===== src/rtl/core/nnda_div.sv =====
// Restoring divider, one quotient bit per cycle.
module nnda_div #(
   parameter int DW = 26,
   parameter int VW = 18
) (
   input  logic          clock,
   input  logic          reset,
   input  logic          start,
   input  logic [DW-1:0] dividend,
   input  logic [VW-1:0] divisor,
   output logic          done,
   output logic [DW-1:0] quotient
);

   localparam int CNTW = $clog2(DW + 1);

   logic            busy_ff, busy_in;
   logic            done_ff, done_in;
   logic [CNTW-1:0] cnt_ff, cnt_in;
   logic [VW-1:0]   rem_ff, rem_in;
   logic [DW-1:0]   quo_ff, quo_in;
   logic [VW-1:0]   dsr_ff, dsr_in;
   logic [VW:0]     trial;
   logic [VW:0]     diff;
   logic            fits;

   assign trial = {rem_ff, quo_ff[DW-1]};
   assign diff  = trial - {1'b0, dsr_ff};
   assign fits  = trial >= {1'b0, dsr_ff};

   always_comb begin
      busy_in = busy_ff;
      done_in = 1'b0;
      cnt_in  = cnt_ff;
      rem_in  = rem_ff;
      quo_in  = quo_ff;
      dsr_in  = dsr_ff;
      if (start) begin
         busy_in = 1'b1;
         cnt_in  = '0;
         rem_in  = '0;
         quo_in  = dividend;
         dsr_in  = divisor;
      end else if (busy_ff) begin
         rem_in = fits ? diff[VW-1:0] : trial[VW-1:0];
         quo_in = {quo_ff[DW-2:0], fits};
         cnt_in = cnt_ff + CNTW'(1);
         if (cnt_ff == CNTW'(DW - 1)) begin
            busy_in = 1'b0;
            done_in = 1'b1;
         end
      end
   end

   always_ff @(posedge clock) begin
      if (reset) begin
         busy_ff <= 1'b0;
         done_ff <= 1'b0;
      end else begin
         busy_ff <= busy_in;
         done_ff <= done_in;
      end
   end

   always_ff @(posedge clock) begin
      cnt_ff <= cnt_in;
      rem_ff <= rem_in;
      quo_ff <= quo_in;
      dsr_ff <= dsr_in;
   end

   assign done     = done_ff;
   assign quotient = quo_ff;

endmodule


===== config.mk =====
export PLATFORM = sky130hd
export DESIGN_NAME = nnda_div
export DESIGN_NICKNAME = d
export VERILOG_FILES = /design/src/rtl/core/nnda_div.sv
export SDC_FILE = /design/constraint.sdc
export NUM_CORES = 1
export LEC_CHECK = 0
export BUFFER_PORTS_ARGS = -buffer_cell sky130_fd_sc_hd__buf_4
export CAP_MARGIN = 30
export CORE_ASPECT_RATIO = 0.8
export CORE_MARGIN = 3
export CORE_UTILIZATION = 52
export CTS_BUF_LIST = sky130_fd_sc_hd__clkbuf_4 sky130_fd_sc_hd__clkbuf_8
export DETAILED_ROUTE_END_ITERATION = 8
export PLACE_DENSITY = 0.79
export RECOVER_POWER = 100
export SLEW_MARGIN = 15
export SYNTH_ARGS = -nofsm -noshare
export SYNTH_HDL_FRONTEND = slang
export SYNTH_SLANG_ARGS = --single-unit

===== constraint.sdc =====
create_clock -name clock -period 2.8 [get_ports clock]
set_clock_uncertainty 0.2 [all_clocks]
set_input_delay 0.28 -clock clock [delete_from_list [all_inputs] [get_ports clock]]
set_output_delay 0.28 -clock clock [all_outputs]
set_load 0.005 [all_outputs]

After elaboration in Yosys (flattened, before gate mapping)
Index checks and enable logic that the tools add are counted.
{ "totals": {"out_inout_bits": 27, "wordCells": 20, "register_bits": 69} }
{ "op_classes": {"bitwise_logic": 1, "add_sub_neg": 2, "order_cmp": 1, "n_eq_ne": 1, "mux": 7, "n_reduce_logical": 2} }
{ "op_table": {"columns": ["op", "n"], "rows": [
  ["$mux 26", 2],
  ["$ge 19x18->1", 1],
  ["$mux 18", 1],
  ["$sub 18x18->18", 1],
  ["$add 5x1->5 const B", 1],
  ["$eq 5x5->1 const B", 1],
  ["$mux 1", 4],
  ["$reduce_or 3->1", 1],
  ["$reduce_bool 2->1", 1],
  ["$not 1->1", 1]
]} }

Depth between registers and ports, before layout
{ "logic_depth": {"ltp_word": 4, "mapped_depth": 10, "ltp_nobuf": 10} }

Least setup slack after synthesis
Ideal clock, no wire load.
{ "synth_timing": {"kind": "reg2reg", "start": "register dsr_ff[16]", "end": "register quo_ff[0], in the netlist quotient[0] (data pin)", "path_buffers": 1, "path_stages_with_launch": 10, "t_required_ns": 2.340, "arrival_time_ns": 2.176, "setup_ns": 0.260, "synth_period_minus_slack_ns": 2.636, "path_slack_ns": 0.164, "cell_sequence": "edfxtp_1 > inv_1 > ha_1 > a21o_1 > a211o_1 > a41o_1 > a41o_1 > or2_4 > buf_6 > mux2_2"} }
{ "synth_between": {"elab_chain_cells": 3} }
{ "synth_lines": {"columns": ["element", "line_no", "rtl"], "rows": [
  ["start, declared", "22", "logic [VW-1:0] dsr_ff, dsr_in;"],
  ["start signal, assigned", "69", "dsr_ff <= dsr_in;"],
  ["$ge 19x18->1", "29", "assign fits = trial >= {1'b0, dsr_ff};"],
  ["$mux 26", "44", "end else if (busy_ff) begin"],
  ["$mux 26", "38", "if (start) begin"],
  ["named net quo_in[0]", "21", "logic [DW-1:0] quo_ff, quo_in;"],
  ["end signal, assigned", "68", "quo_ff <= quo_in;"],
  ["end, declared", "21", null]
]} }
The timed path passes the listed nets, and every way through them passes these cells. The select of a mux whose other input is x is not followed.
A chain may end at the register's enable or synchronous reset.

Worst setup path after layout
{ "layout_timing": {"start": "register quo_ff[25], in the netlist quotient[25]", "end": "register rem_ff[14]"} }
{ "layout_between": {"elab_chain_cells": 2, "word_cells_on_any_way": 3, "cone_classes": "add/sub (1); order compare (1); mux (1)"} }
{ "layout_lines": {"columns": ["element", "line_no", "rtl"], "rows": [
  ["$sub 18x18->18 or $ge 19x18->1 (tied branches)", "28, 29", null],
  ["$mux 18 *", "45", "rem_in = fits ? diff[VW-1:0] : trial[VW-1:0];"],
  ["end signal, assigned", "67", "rem_ff <= rem_in;"],
  ["end, declared", "20", "logic [VW-1:0] rem_ff, rem_in;"]
]} }
Mark *: on every way between the ends. The rest lies on a longest branch, timed or not.

==> implementation parameters <==
Parameter                              Value

Status
  Status    finished, violations left
  Failing checks    capacitance limit

Worst setup path
  Worst stage delay on the critical path    0.43 ns
  Worst path arrival time    2.73 ns
  Slowest cell on crit path    fa_1
  CP endpoint kind    flop
  Kind of start point of the critical path    flop
  Cell chain of the critical path    inv_1 > ha_1 > inv_1 > fa_1 > a211oi_2 > o21ai_2 > a41o_1 > o41a_1 > o2111ai_1 > o211ai_1
  CP required    2.83 ns
  Critical path class    reg2reg
  Highest net fanout along the worst path    5
  Most used cell, CP    inv_1

Cells and area
  Synthesis-to-finish area growth    28.0%
  Fraction of the core area covered by cells at the end of the flow    0.697
  Net count reported at finish    534
  # diodes    0
  Share of cells above drive strength 1    0.274
  Finished layout cell area    4900 um2

Floorplanning
  Starting Density    0.545
  Die area    8440 um2
  Height of the chip    82.8 um
  Die extent in x    102 um
  Number of placed I/O pins    74
  Row count    27
  Floorplan Core Area    7030 um2

STA
  Number of setup violations in the final report    0
  Period utilization    0.962
  Relative max-transition margin    0.000616
  Number of hold-slack violations in the final timing report    0
  Min cycle time layout    2.69 ns
  Transition time of the tightest slew-check pin    1.50 ns
  Final WS setup    0.106 ns
  Max Clk Rate    0.371 GHz
  Worst hold slack    0.0302 ns
  Number of pins with negative max-slew slack in the final report    0
  Final setup TNS    0 ns

Route
  DRC violation count after routing    0
  Pre-antenna DRT Iters    5
  Detail Route Antenna Nets    0
  1st-iter DRT viols    322
  Routed WL    9850 um
  Detail-routed net length per standard cell    17.7 um
  Vias after detailed routing    3,277
  Vias per cell    5.87

CTS
  Clk sink count    69
  H-tree levels    3
  Total CTS buffers    9
  Clock Root Buffer    clkbuf_8
  Setup Buffers After CTS    0
  TritonCTS clock tree    built
  Post-CTS clock slew at the launch and capture registers of the worst setup and hold paths    0.08 ns
  Worst-case clock buffer depth    2
  Clock insertion delay at the later pin of the skew report    0.35 ns

Global routing
  Pin count of the biggest net entering global routing    29
  Antenna violations before repair    0
  First-pass GRT wire length    16,300 um
  Overall global routing resource usage    0.253
  Via count of the first global-routing pass    3,221
  Final global-route overflow total    0

Placed design
  Worst-case setup slack after placement    0.0262 ns
  Routability-driven placement congestion ratio    0.857
  Half-perimeter wire length of the detailed placement result    6720 um
  Placed cell areas    4550 um2
  Number of I/O port buffers    73

Synthesis
  Synth cell types    53
  Post-Synthesis Cells    364
  Dominant synthesized flop cell    edfxtp_1
  Number of enable-type register cells in the synthesized netlist    44
  Number of synthesized register bits    69
  Post-synthesis cell area    3830 um2
  Sequential cell area fraction in the yosys report    0.476
  Post-synthesis area per instance    10.5 um2
  Post-Synthesis Net Count    432
  Number of warning messages in the yosys log    0
  Post-synth ARST share    0

Hold path
  Class of the tightest hold or removal check    in2reg

Pwr
  Reported leakage power    0.00202 uW
  Power per Cell Area    505 nW/um2
  Peak VDD IR    0.374 mV

Run
  Max-cap check violation count    1
worst paths after layout:
| path | from | to | slack, ns | cells past startpoint |
|---|---|---|---|---|
| min reg2reg | rem_ff[11] | rem_ff[12] | 0.31 | 2 |
| min | dividend[17] | quotient[17] | 0.03 | 2 |
| max reg2reg | quotient[25] | rem_ff[14] | 0.11 | 10 |
| max | quotient[25] | rem_ff[14] | 0.11 | 10 |
per-layer routing:
metal,part of all wire,GRT usage,vias up,routed length (um)
li1,-,-,1564,-
met1,0.42,0.314,1547,4150
met2,0.48,0.424,153,4750
met3,0.081,0.0823,13,801
met4,0.015,0.0786,0,150
met5,0,0,-,0
flip-flops by register name, indices dropped and copies added, names as in the netlist:
| signal | flops |
|---|---|
| dsr_ff | 18 |
| quotient | 26 |
| done | 1 |
| busy_ff | 1 |
| rem_ff | 18 |
| cnt_ff | 5 |
where the power goes:
part | internal [uW] | total [uW] | switching [uW]
clock | 422 | 825 | 403
combinational | 222 | 446 | 224
sequential | 1170 | 1200 | 37.9
total | 1810 | 2480 | 665
cells by family after synthesis:
group,count (synthesis),share of synthesized area
simple gates,94,0.111
compound gates,93,0.178
flops,69,0.476
buf+inv,43,0.0457
mux,28,0.0820
fa+ha+maj,21,0.0706
xor+xnor,16,0.0366
area by class of cell:
type	instances	area, um2
tap	87	109
inverter	23	86.3
fill	537	2130
clock buffer	10	131
multi-input combinational	252	1850
sequential	69	1820
clock inverter	6	63.8
timing repair buffer	111	835
metrics by stage:
step	power (uW)	std cells
floorplan	1450	364
global placement	1640	523
detailed placement	1650	523
CTS	2490	558
global route	2590	558
finish	2480	558
what timing repair did:
action / 4_1_cts / 5_1_grt
pin swaps: 0 / 1
resized for setup: 1 / 6
endpoints found under the setup margin: 2 / 13
hold endpoints to repair: 20 / 0
hold buffers: 19 / 0
synth_stat cells (all sizes together) (10+ instances only):
library cell / number / area (um2)
ha: 20 / 250
xnor2: 10 / 87.6
o211ai: 15 / 113
mux2: 27 / 304
edfxtp: 44 / 1320
dfxtp: 25 / 500
a21oi: 16 / 83.8
clkbuf: 13 / 48.8
nand2: 38 / 143
inv: 23 / 86.3
nor2: 27 / 101
o21ai: 13 / 65.1
critical path, delay by kind of cell, from the launching register on:
| kind | cells | cell delay, ns |
|---|---|---|
| compound gates | 6 | 1.19 |
| fa+ha+maj | 2 | 0.61 |
| flops | 1 | 0.40 |
| buf+inv | 2 | 0.17 |
cell usage in the layout (no fill, tap or decap), types with 2 or more instances in the layout:
cell           instances
o31ai_1                5
clkbuf_4              36
a31o_2                 2
dlygate4sd3_1         19
nand2_1               37
or3_1                  3
a211oi_1               3
a21o_1                 5
inv_1                 23
a41o_1                 3
a32o_1                 2
a21oi_1               15
clkbuf_8               9
clkbuf_1              15
o211ai_1              15
a211oi_2               2
dfxtp_1               25
o21bai_1               3
mux2_2                27
nand4_1                6
xor2_1                 6
nand2b_1               5
o221ai_1               2
nand3_1                4
xnor2_1               10
ha_1                  20
o31a_1                 5
buf_4                 40
o311a_1                3
nor3_1                 4
nor2_1                27
o21ai_0               11
edfxtp_1              44
a41oi_1                2
No activity file was read; power rests on OpenSTA's default activity.
